`src/design/assert_macros.svh`:
```
// assertion helpers used by the rtl
`ifndef ASSERT_MACROS_SVH
`define ASSERT_MACROS_SVH
`ifndef ASSERT_OFF
`define ASSERT_IMPLIES(label, clk, rst_n, lhs, rhs) \
  label: assert property (@(posedge clk) disable iff (!rst_n) (lhs) |-> (rhs)) \
    else $error("implication failed");
`define ASSERT_NEVER(label, clk, rst_n, expr) \
  label: assert property (@(posedge clk) disable iff (!rst_n) !(expr)) \
    else $error("forbidden condition seen");
`else
`define ASSERT_IMPLIES(label, clk, rst_n, lhs, rhs)
`define ASSERT_NEVER(label, clk, rst_n, expr)
`endif
`endif

```
`src/design/ptmn_pkg.sv`:
```
`timescale 1ns / 1ps
package ptmn_pkg;
  localparam int unsigned DATA_W = 32;
  localparam int unsigned EXP_W = 5;
  localparam int unsigned NOTE_W = 7;
  localparam int unsigned BEND_W = 14;
  localparam int unsigned OUT_W = 24;

  typedef enum logic [1:0] {
    ST_OK    = 2'd0,
    ST_CLAMP = 2'd1,
    ST_ZERO  = 2'd2
  } range_status_e;

  typedef enum logic [1:0] {
    BK_IDLE,
    BK_LOG,
    BK_DONE
  } back_state_e;

  typedef struct packed {
    logic              zero;
    logic              period;
    logic [EXP_W-1:0]  exp;
    logic [DATA_W-1:0] mant;
  } ptmn_item_t;

  typedef struct packed {
    logic [NOTE_W-1:0] note;
    logic [6:0]        bend_high;
    logic [6:0]        bend_low;
    range_status_e     status;
  } ptmn_result_t;
endpackage

```
`src/design/ptmn_front.sv`:
```
`timescale 1ns / 1ps
module ptmn_front import ptmn_pkg::*; (
  input  logic              clk_i,
  input  logic              rst_ni,
  input  logic              in_valid_i,
  output logic              in_ready_o,
  input  logic [DATA_W-1:0] in_data_i,
  input  logic              mode_i,
  output logic              push_valid_o,
  input  logic              push_ready_i,
  output ptmn_item_t        push_item_o
);
  logic       vld_q;
  ptmn_item_t item_q, item_d;
  logic [EXP_W-1:0] exp_d;

  // leading one position
  always_comb begin
    exp_d = '0;
    for (int i = 0; i < DATA_W; i++) begin
      if (in_data_i[i]) begin
        exp_d = EXP_W'(i);
      end
    end
  end

  always_comb begin
    item_d.zero   = (in_data_i == '0);
    item_d.period = mode_i;
    item_d.exp    = exp_d;
    item_d.mant   = in_data_i << (~exp_d);
  end

  assign in_ready_o   = !vld_q || push_ready_i;
  assign push_valid_o = vld_q;
  assign push_item_o  = item_q;

  always_ff @(posedge clk_i or negedge rst_ni) begin
    if (!rst_ni) begin
      vld_q <= 1'b0;
    end else if (in_valid_i && in_ready_o) begin
      vld_q <= 1'b1;
    end else if (push_ready_i) begin
      vld_q <= 1'b0;
    end
  end

  always_ff @(posedge clk_i) begin
    if (in_valid_i && in_ready_o) begin
      item_q <= item_d;
    end
  end
endmodule

```
`src/design/ptmn_queue.sv`:
```
`timescale 1ns / 1ps
module ptmn_queue import ptmn_pkg::*; (
  input  logic       clk_i,
  input  logic       rst_ni,
  input  logic       push_valid_i,
  output logic       push_ready_o,
  input  ptmn_item_t push_item_i,
  output logic       pop_valid_o,
  input  logic       pop_i,
  output ptmn_item_t pop_item_o
);
  ptmn_item_t mem_q [2];
  logic       wr_ptr_q, rd_ptr_q;
  logic [1:0] count_q;
  logic       do_push, do_pop;

  assign push_ready_o = (count_q != 2'd2);
  assign pop_valid_o  = (count_q != 2'd0);
  assign pop_item_o   = mem_q[rd_ptr_q];
  assign do_push      = push_valid_i && push_ready_o;
  assign do_pop       = pop_i && pop_valid_o;

  always_ff @(posedge clk_i or negedge rst_ni) begin
    if (!rst_ni) begin
      wr_ptr_q <= 1'b0;
      rd_ptr_q <= 1'b0;
      count_q  <= 2'd0;
    end else begin
      if (do_push) begin
        wr_ptr_q <= !wr_ptr_q;
      end
      if (do_pop) begin
        rd_ptr_q <= !rd_ptr_q;
      end
      if (do_push && !do_pop) begin
        count_q <= count_q + 2'd1;
      end else if (do_pop && !do_push) begin
        count_q <= count_q - 2'd1;
      end
    end
  end

  always_ff @(posedge clk_i) begin
    if (do_push) begin
      mem_q[wr_ptr_q] <= push_item_i;
    end
  end
endmodule

```
`src/design/ptmn_back.sv`:
```
`timescale 1ns / 1ps
module ptmn_back import ptmn_pkg::*; #(
  parameter int unsigned INPUT_FRAC_BITS = 16,
  parameter int unsigned LOG_FRAC_BITS = 16
) (
  input  logic         clk_i,
  input  logic         rst_ni,
  input  logic         pop_valid_i,
  output logic         pop_o,
  input  ptmn_item_t   pop_item_i,
  output logic         out_valid_o,
  input  logic         out_ready_i,
  output ptmn_result_t out_result_o
);
  localparam int unsigned L  = LOG_FRAC_BITS;
  localparam int unsigned RW = EXP_W + L;
  localparam int unsigned NW = L + 13;
  localparam int unsigned CW = $clog2(L);
  localparam logic [63:0] L1000_64 =
    (64'd42802717582 + (64'd1 << (31 - L))) >> (32 - L);
  localparam logic [63:0] L440_64 =
    (64'd37715652784 + (64'd1 << (31 - L))) >> (32 - L);
  localparam logic signed [NW-1:0] C1000  = NW'(L1000_64);
  localparam logic signed [NW-1:0] C440   = NW'(L440_64);
  localparam logic signed [NW-1:0] IN_OFF = NW'(INPUT_FRAC_BITS << L);
  localparam logic signed [NW-1:0] N69    = NW'(69 << L);
  localparam logic [L:0]           HALF   = (L + 1)'(1) << (L - 1);

  back_state_e  state_q, state_d;
  logic [CW-1:0] cnt_q;
  logic [31:0]   m_q;
  logic [RW-1:0] r_q;
  logic          zero_q, period_q;
  logic          out_valid_q;
  ptmn_result_t  out_q, res_d;
  logic          out_free, load_out, step;
  logic [63:0]   sq;
  logic [32:0]   t;

  logic signed [NW-1:0] lv, lf, d, n, ip, ipa;
  logic [L:0]           fr0, fr;
  logic [BEND_W-1:0]    bend;

  assign out_free     = !out_valid_q || out_ready_i;
  assign out_valid_o  = out_valid_q;
  assign out_result_o = out_q;

  always_comb begin
    state_d = state_q;
    case (state_q)
      BK_IDLE: begin
        if (pop_valid_i) begin
          state_d = pop_item_i.zero ? BK_DONE : BK_LOG;
        end
      end
      BK_LOG: begin
        if (cnt_q == CW'(L - 1)) begin
          state_d = BK_DONE;
        end
      end
      BK_DONE: begin
        if (out_free) begin
          state_d = BK_IDLE;
        end
      end
      default: state_d = BK_IDLE;
    endcase
  end

  always_comb begin
    pop_o    = 1'b0;
    step     = 1'b0;
    load_out = 1'b0;
    case (state_q)
      BK_IDLE: pop_o = pop_valid_i;
      BK_LOG:  step = 1'b1;
      BK_DONE: load_out = out_free;
      default: pop_o = 1'b0;
    endcase
  end

  // one squaring step per cycle
  assign sq = m_q * m_q;
  assign t  = sq[63:31];

  always_comb begin
    lv  = $signed(NW'(r_q)) - IN_OFF;
    lf  = period_q ? (C1000 - lv) : lv;
    d   = lf - C440;
    n   = (d <<< 3) + (d <<< 2) + N69;
    ip  = n >>> L;
    fr0 = {1'b0, n[L-1:0]};
    if (fr0 > HALF) begin
      fr  = fr0 - HALF;
      ipa = ip + NW'(1);
    end else begin
      fr  = fr0 + HALF;
      ipa = ip;
    end
    bend = fr[L] ? {BEND_W{1'b1}} : fr[L-1 -: BEND_W];
    if (zero_q) begin
      res_d.note      = '0;
      res_d.bend_high = 7'd64;
      res_d.bend_low  = '0;
      res_d.status    = ST_ZERO;
    end else begin
      res_d.bend_high = bend[13:7];
      res_d.bend_low  = bend[6:0];
      if (ipa < 0) begin
        res_d.note   = '0;
        res_d.status = ST_CLAMP;
      end else if (ipa > NW'(127)) begin
        res_d.note   = 7'd127;
        res_d.status = ST_CLAMP;
      end else begin
        res_d.note   = ipa[NOTE_W-1:0];
        res_d.status = ST_OK;
      end
    end
  end

  always_ff @(posedge clk_i or negedge rst_ni) begin
    if (!rst_ni) begin
      state_q     <= BK_IDLE;
      out_valid_q <= 1'b0;
      cnt_q       <= '0;
    end else begin
      state_q <= state_d;
      if (load_out) begin
        out_valid_q <= 1'b1;
      end else if (out_ready_i) begin
        out_valid_q <= 1'b0;
      end
      if (pop_o) begin
        cnt_q <= '0;
      end else if (step) begin
        cnt_q <= cnt_q + CW'(1);
      end
    end
  end

  always_ff @(posedge clk_i) begin
    if (pop_o) begin
      m_q      <= pop_item_i.mant;
      r_q      <= RW'(pop_item_i.exp);
      zero_q   <= pop_item_i.zero;
      period_q <= pop_item_i.period;
    end else if (step) begin
      m_q <= t[32] ? t[32:1] : t[31:0];
      r_q <= {r_q[RW-2:0], t[32]};
    end
    if (load_out) begin
      out_q <= res_d;
    end
  end
endmodule

```
`src/design/pitch_to_midi_note_bend.sv`:
```
`timescale 1ns / 1ps
// channel   dir  handshake                     payload
// s_axis    in   s_axis_tvalid/s_axis_tready   pitch_value
// m_axis    out  m_axis_tvalid/m_axis_tready   midi_note, bend_high, bend_low, range_status
// cfg       in   cfg_we_i                      input_is_period
// an item takes one squaring multiply per fraction bit in the log unit;
// that unit sets the sustained rate
// the front register and a two-entry queue take items while the log unit works
// reset clears all valid flags and the mode register
// a stalled output holds its result while the log unit finishes the next one
`include "assert_macros.svh"
module pitch_to_midi_note_bend import ptmn_pkg::*; #(
  parameter int unsigned INPUT_FRAC_BITS = 16,
  parameter int unsigned LOG_FRAC_BITS = 16
) (
  input  logic              clk_i,
  input  logic              rst_ni,
  input  logic              s_axis_tvalid,
  output logic              s_axis_tready,
  input  logic [DATA_W-1:0] s_axis_tdata,   // pitch_value
  output logic              m_axis_tvalid,
  input  logic              m_axis_tready,
  // midi_note, bend_high, bend_low, range_status, pad
  output logic [OUT_W-1:0]  m_axis_tdata,
  input  logic              cfg_we_i,
  input  logic              cfg_wdata_i
);
  logic         mode_q;
  logic         push_valid, push_ready, pop_valid, pop;
  ptmn_item_t   push_item, pop_item;
  ptmn_result_t res;
  logic         out_zero, out_clamp;

  always_ff @(posedge clk_i or negedge rst_ni) begin
    if (!rst_ni) begin
      mode_q <= 1'b0;
    end else if (cfg_we_i) begin
      mode_q <= cfg_wdata_i;
    end
  end

  ptmn_front u_front (
    .clk_i        (clk_i),
    .rst_ni       (rst_ni),
    .in_valid_i   (s_axis_tvalid),
    .in_ready_o   (s_axis_tready),
    .in_data_i    (s_axis_tdata),
    .mode_i       (mode_q),
    .push_valid_o (push_valid),
    .push_ready_i (push_ready),
    .push_item_o  (push_item)
  );

  ptmn_queue u_queue (
    .clk_i        (clk_i),
    .rst_ni       (rst_ni),
    .push_valid_i (push_valid),
    .push_ready_o (push_ready),
    .push_item_i  (push_item),
    .pop_valid_o  (pop_valid),
    .pop_i        (pop),
    .pop_item_o   (pop_item)
  );

  ptmn_back #(
    .INPUT_FRAC_BITS (INPUT_FRAC_BITS),
    .LOG_FRAC_BITS   (LOG_FRAC_BITS)
  ) u_back (
    .clk_i        (clk_i),
    .rst_ni       (rst_ni),
    .pop_valid_i  (pop_valid),
    .pop_o        (pop),
    .pop_item_i   (pop_item),
    .out_valid_o  (m_axis_tvalid),
    .out_ready_i  (m_axis_tready),
    .out_result_o (res)
  );

  assign m_axis_tdata = {1'b0, res.status, res.bend_low, res.bend_high, res.note};

  assign out_zero  = m_axis_tvalid && (res.status == ST_ZERO);
  assign out_clamp = m_axis_tvalid && (res.status == ST_CLAMP);

  `ASSERT_NEVER(a_status_code, clk_i, rst_ni, m_axis_tvalid && (m_axis_tdata[22:21] == 2'd3))
  `ASSERT_IMPLIES(a_zero_center, clk_i, rst_ni, out_zero, m_axis_tdata[20:0] == 21'h2000)
  `ASSERT_IMPLIES(a_clamp_edge, clk_i, rst_ni, out_clamp, (res.note == 7'd0) || (res.note == 7'd127))
endmodule
```
`config.mk`:
```
export PLATFORM = sky130hd
export DESIGN_NAME = pitch_to_midi_note_bend
export DESIGN_NICKNAME = d
export VERILOG_FILES = /design/src/design/ptmn_pkg.sv /design/src/design/ptmn_front.sv /design/src/design/ptmn_queue.sv /design/src/design/ptmn_back.sv /design/src/design/pitch_to_midi_note_bend.sv
export VERILOG_INCLUDE_DIRS = /design/src /design/src/design
export SDC_FILE = /design/constraint.sdc
export NUM_CORES = 2
export LEC_CHECK = 0
export ABC_AREA = 1
export BUFFER_PORTS_ARGS = -buffer_cell sky130_fd_sc_hd__buf_2
export CELL_PAD_IN_SITES_DETAIL_PLACEMENT = 0
export CELL_PAD_IN_SITES_GLOBAL_PLACEMENT = 2
export CORE_UTILIZATION = 38
export CTS_CLUSTER_SIZE = 8
export DETAILED_ROUTE_END_ITERATION = 10
export GPL_ROUTABILITY_DRIVEN = 0
export PLACE_DENSITY_LB_ADDON = 0.1
export SYNTH_ARGS = -nofsm -noshare
export SYNTH_HDL_FRONTEND = slang
export SYNTH_SLANG_ARGS = --single-unit
```
`constraint.sdc`:
```
create_clock -name clk_i -period 7.3 [get_ports clk_i]
set_input_delay 0.365 -clock clk_i [delete_from_list [all_inputs] [get_ports clk_i]]
set_output_delay 0.365 -clock clk_i [all_outputs]
set_load 0.005 [all_outputs]
```
# Word-level counts from Yosys, hierarchy flattened
# Memories as Yosys holds them, arrays and structs flattened.
# Index checks and enable logic that the tools add are counted.
# word_totals
ff_bits	130
ram_bits	78
in_bits	38
out_inout_bits	26
word_cells	131
n_memories	1
# classes
add_sub_neg	11
mul	1
n_lt_le_gt_ge	3
eq_ne	7
shift	1
mux	61
bitwise	1
reduce_logical	23
# memory_table
name	depth	width	read_ports	rd_ports_with_merged_regs	write_ports	line_no	source
u_queue.mem_q	2	39	1	0	1	ptmn_queue.sv:12	ptmn_item_t mem_q [2];
# ops
cell	n
two-way mux 5 bit	32
two-way mux 32 bit	3
multiplier 32 x 32 -> 64 bit	1
logical NOT 32 bit	1
left shift 32 x 5 -> 32 bit	1
adder 29 x 24 -> 29 bit, second input constant	1
adder 29 bit	1
greater-than comparator 29 x 8 -> 1 bit, second input constant	1
less-than comparator 29 x 1 -> 1 bit, second input constant	1
two-way mux 29 bit	1
two-way mux 27 bit	1
subtractor 21 x 27 -> 27 bit, first input constant	1
subtractor 27 x 21 -> 27 bit, second input constant	1
subtractor 21 x 21 -> 22 bit, second input constant	1
adder 16 x 16 -> 17 bit, second input constant	1
two-way mux 17 bit	1
subtractor 16 x 16 -> 17 bit, second input constant	1
greater-than comparator 16 bit, second input constant	1
adder 13 x 2 -> 14 bit, second input constant	1
two-way mux 2 bit	7
two-way mux 13 bit	1
two-way mux 1 bit	11
nonzero test 2 bit	5
two-way mux 4 bit	2
17 further kinds	30

# Logic depth before layout (Yosys ltp)
# depth
depth_word	33
mapped_depth	40
mapped_depth_nobuf	39

# Cells and area by module
# Synthesis repeated with hierarchy kept, for this count alone.
# unflattened
cells_unflattened	5427
hier_area_um2	43671.9
# by_module_without_submodules
module	n_inst	cells_each	area_each_um2	seq_area_each_um2
ptmn_back	1	4667	37103.1	2357.3
ptmn_front	1	520	3368.2	1196.1
ptmn_queue	1	233	3149.3	2442.3
pitch_to_midi_note_bend	1	7	51.3	25.0

# Least setup slack after synthesis
# OpenSTA, ideal clock, no wires.
# synth_path
path_type	flip-flop to flip-flop
from	register u_back.m_q[22]
to	register u_back.m_q[30], data pin
setup_ns	0.279
arrival_time_ns	7.446
required_ns	7.021
path_slack_ns	-0.425
path_stages_with_launch	37
n_path_buf	2
period_less_slack_ns	7.725
cell_sequence	edfxtp_1 clkbuf_1 nand2_1 fa_1 inv_1 fa_1 inv_1 fa_1 inv_1 fa_1 fa_1 inv_1 fa_1 inv_1 fa_1 inv_1 fa_1 inv_1 ha_1 a21oi_1 inv_1 nor2_1 inv_1 nand2_1 nand2_1 a21oi_1 o211ai_1 nand2_1 o211ai_1 nand4_1 nand3_1 or2_2 nand2_1 inv_1 nor2_1 clkbuf_1 a221oi_1
# synth_between
elab_chain_cells	4
# synth_rtl
element	line_no	source
start: declaration	ptmn_back.sv:31	logic [31:0] m_q;
start signal: assignment	ptmn_back.sv:144	m_q <= pop_item_i.mant;
start signal: assignment	ptmn_back.sv:149	m_q <= t[32] ? t[32:1] : t[31:0];
multiplier 32 x 32 -> 64 bit	ptmn_back.sv:83	assign sq = m_q * m_q;
two-way mux 32 bit	ptmn_back.sv:149	
two-way mux 32 bit	ptmn_back.sv:148	end else if (step) begin
two-way mux 32 bit	ptmn_back.sv:143	if (pop_o) begin
# No other way between the ends. The select of a mux whose other input is x is not followed.
# A chain may end at the register's enable or synchronous reset.

# Worst setup path in the final report
# layout_path
from	register u_back.m_q[11]
to	register u_back.m_q[3], data pin
# Same word-level chain as after synthesis.

==> impl_metrics.toml <==
[die]
die_w_um = 332
start_util_pct = 38.5
fp-row-count = 120
die_area_um2 = 110000
die_h_um = 332
num_io_pins = 64
coreArea_um2 = 108000

[cells_and_area]
diodes = 0
drive_above_1_share_pct = 19.3
nets = 6619
final_common_cell = "inv_1"
finalInstanceArea_um2 = 50900
mostFrequentLayoutCells = "inv_1, nand2_1, fa_1, buf_4, ha_1"
area_growth_pct = 23.0
layout.cells.non_filler = 6883

[min_path]
hp-class = "in -> reg"
hold_path_depth = 2

[drt]
postRouteAntennaNets = 0
detail_route.wirelength_mm = 130
vias_per_cell = 4.70
wl_per_cell_um = 18.8
first_iter_violations = 1307
vias = 32300
route.detailed.drc = 0
drt-pass1-iter-count = 5

[grt]
first_global_vias = 36000
grt_first_pass_wirelength_mm = 205
antenna_found_initial = 0
grt_max_degree = 59
grtUsageTotal_pct = 24.3
gr-total-overflow = 0

[sta]
period_needed_ns = 8.18
fmax_ghz = 0.122
hold_viol = 0
rsz0062_at_grt = "true"
clock_skew_ns = 0.0139
period_share_pct = 112
drv_slew = 0
worstMarginPinSlew_ns = 1.13
setup-violations-final = 33
relSlewSlack_pct = 24.5
finalWorstSetupSlack_ns = -0.876

[clock_network]
clockBufferDepth = 3
clkLatencyLatePin_ns = 0.58
cts-root-buf = "clkbuf_16"
cts_tree = "built"
htreeDepth = 1
cts-buffers-inserted = 31
cts_sinks = 208
path_clk_slew_ns = 0.06

[logic_synthesis]
ys_seq_elements = 208
yosysUniqueCellTypes = 59
synth_area_um2 = 41300
synthArstFlopShare_pct = 6.25
ys.flop_type = "edfxtp_1"
yosysSeqAreaShare_pct = 14.6
avgSynthCellArea_um2 = 8.50
syn_inst = 4865
syn-num-nets = 6029
synth_edf_count = 179
yosys_warnings = 0

[placed_design]
place_area_um2 = 48000
dpl.cell_count = 6746
io_buffers = 62
dpl.hpwl_mm = 108

[run_status]
outcome = "finished, violations left"
violations = "negative setup slack"

[critical_path]
start_kind = "register"
reg2reg_depth = 37
critical_path_arrival_ns = 8.51
cp.required_ns = 7.63
critPathSlowestCell = "fa_2"
cp-end-kind = "register"
slowest_delay_ns = 0.61
worstSetupPathType = "reg -> reg"
rrSetupSlack_ns = -0.88
worstPathMaxFanout = 6

[run]
max_cap_viol_count = 0
[per-stage QoR]
step | setup WS, ns | hold slack [ns] | util, % | setup TNS, ns
2_1_floorplan | 0.00561 | 0.0694 | - | 0
3_3_place_gp | -1.17 | 0.291 | 44.6 | -31.52
3_5_place_dp | -1.19 | 0.293 | 44.6 | -32.32
4_1_cts | -0.811 | 0.00592 | 46.4 | -24.70
5_1_grt | -1.12 | 0.0174 | 47.3 | -35.27
6_report | -0.876 | 0.0328 | 47.3 | -27.14
[area by class of cell]
cell class / instances / area, µm²
Clock inverter: 4 / 60.1
Timing Repair Buffer: 716 / 6260
Fill cell: 10700 / 56600
Clock buffer: 54 / 882
Inverter: 1436 / 5400
Tap cell: 1403 / 1760
Sequential cell: 208 / 6020
Multi-Input combinational cell: 3062 / 30500
[routing by layer]
metal	wire [µm]	global-route usage, %	vias to the layer above
met5	0	0	-
met2	70800	47.0	454
met1	50100	27.6	16100
met3	3390	1.82	182
met4	5410	8.84	0
li1	-	-	15600
[state kept, by name, indices dropped and copies added (netlist names), 2 cells and up]
signal and cells:
u_back.r_q 21, u_back.m_q 32, u_queue.count_q 2, u_back.out_result_o 23, u_back.state_q 2, u_back.cnt_q 4, u_front.push_item_o 39, u_queue.mem_q 78
[cell families (layout without fill, tap and decap cells)]
| logic type | Yosys count | in the layout | share of synthesized area (%) |
|---|---|---|---|
| flops | 208 | 208 | 14.6 |
| compound gates | 361 | 361 | 5.19 |
| buf+inv | 1595 | 2210 | 14.5 |
| mux | 8 | 8 | 0.197 |
| fa+ha+maj | 1126 | 1126 | 48.7 |
| simple gates | 1455 | 1455 | 14.5 |
| other cells | 1 | 1 | 0.00907 |
| xor+xnor | 111 | 111 | 2.35 |
[worst max-delay path, delay by kind of cell, from the launching register on]
| kind | cells | cell delay (ns) |
|---|---|---|
| adders and majority gates | 9 | 4.18 |
| buffers and inverters | 13 | 1.44 |
| AOI/OAI and AO/OA | 3 | 0.78 |
| and+or+nand+nor | 12 | 1.14 |
| DFF | 1 | 0.38 |
[worst paths after layout]
path	startpoint	end
worst max-delay path	u_back.m_q[11]	u_back.m_q[3]
min in group asynchronous	rst_ni	u_back.out_valid_o
worst min-delay path	cfg_we_i	mode_q
worst max register to register	u_back.m_q[11]	u_back.m_q[3]
worst min register to register	u_front.push_item_o[23]	u_queue.mem_q[1][23]
max in group asynchronous	rst_ni	u_queue.rd_ptr_q
[timing repair]
action,CTS,global route
endpoints found under the hold margin,16,0
buffers inserted,38,35
hold buffers,4,0
endpoints found under the setup margin,33,33
resized for setup,142,207
pin swaps,16,111
gates cloned,5,3
[Yosys cell counts, types with 4 or more instances]
cell	instances	area share [%]
xnor2_1	43	0.91
a31oi_1	30	0.45
nand2_1	963	8.7
o21ai_1	6	0.073
o21bai_1	5	0.091
buf_1	6	0.054
nor4_1	11	0.17
o31ai_1	7	0.13
a21oi_1	146	1.8
nor3_1	18	0.22
fa_1	807	39
a21boi_0	4	0.073
clkbuf_1	149	1.4
o21a_1	13	0.24
nor2_1	180	1.6
o21ai_2	5	0.11
mux2i_1	7	0.17
nor3_2	5	0.12
edfxtp_1	179	13
o211ai_1	15	0.27
o21ai_0	79	0.96
dfxtp_1	16	0.77
inv_2	4	0.036
a21o_1	13	0.24
dfrtp_1	13	0.79
ha_1	319	9.7
nand2_2	9	0.14
a221oi_1	22	0.47
xor2_1	68	1.4
and3_1	4	0.061
nand3_1	231	2.8
nand4_1	19	0.29
inv_1	1430	13
nor2_2	4	0.061
Power is left out: the tool's default activity adds up to more than one toggle a clock period on the data nets, which glitch-free logic cannot reach.
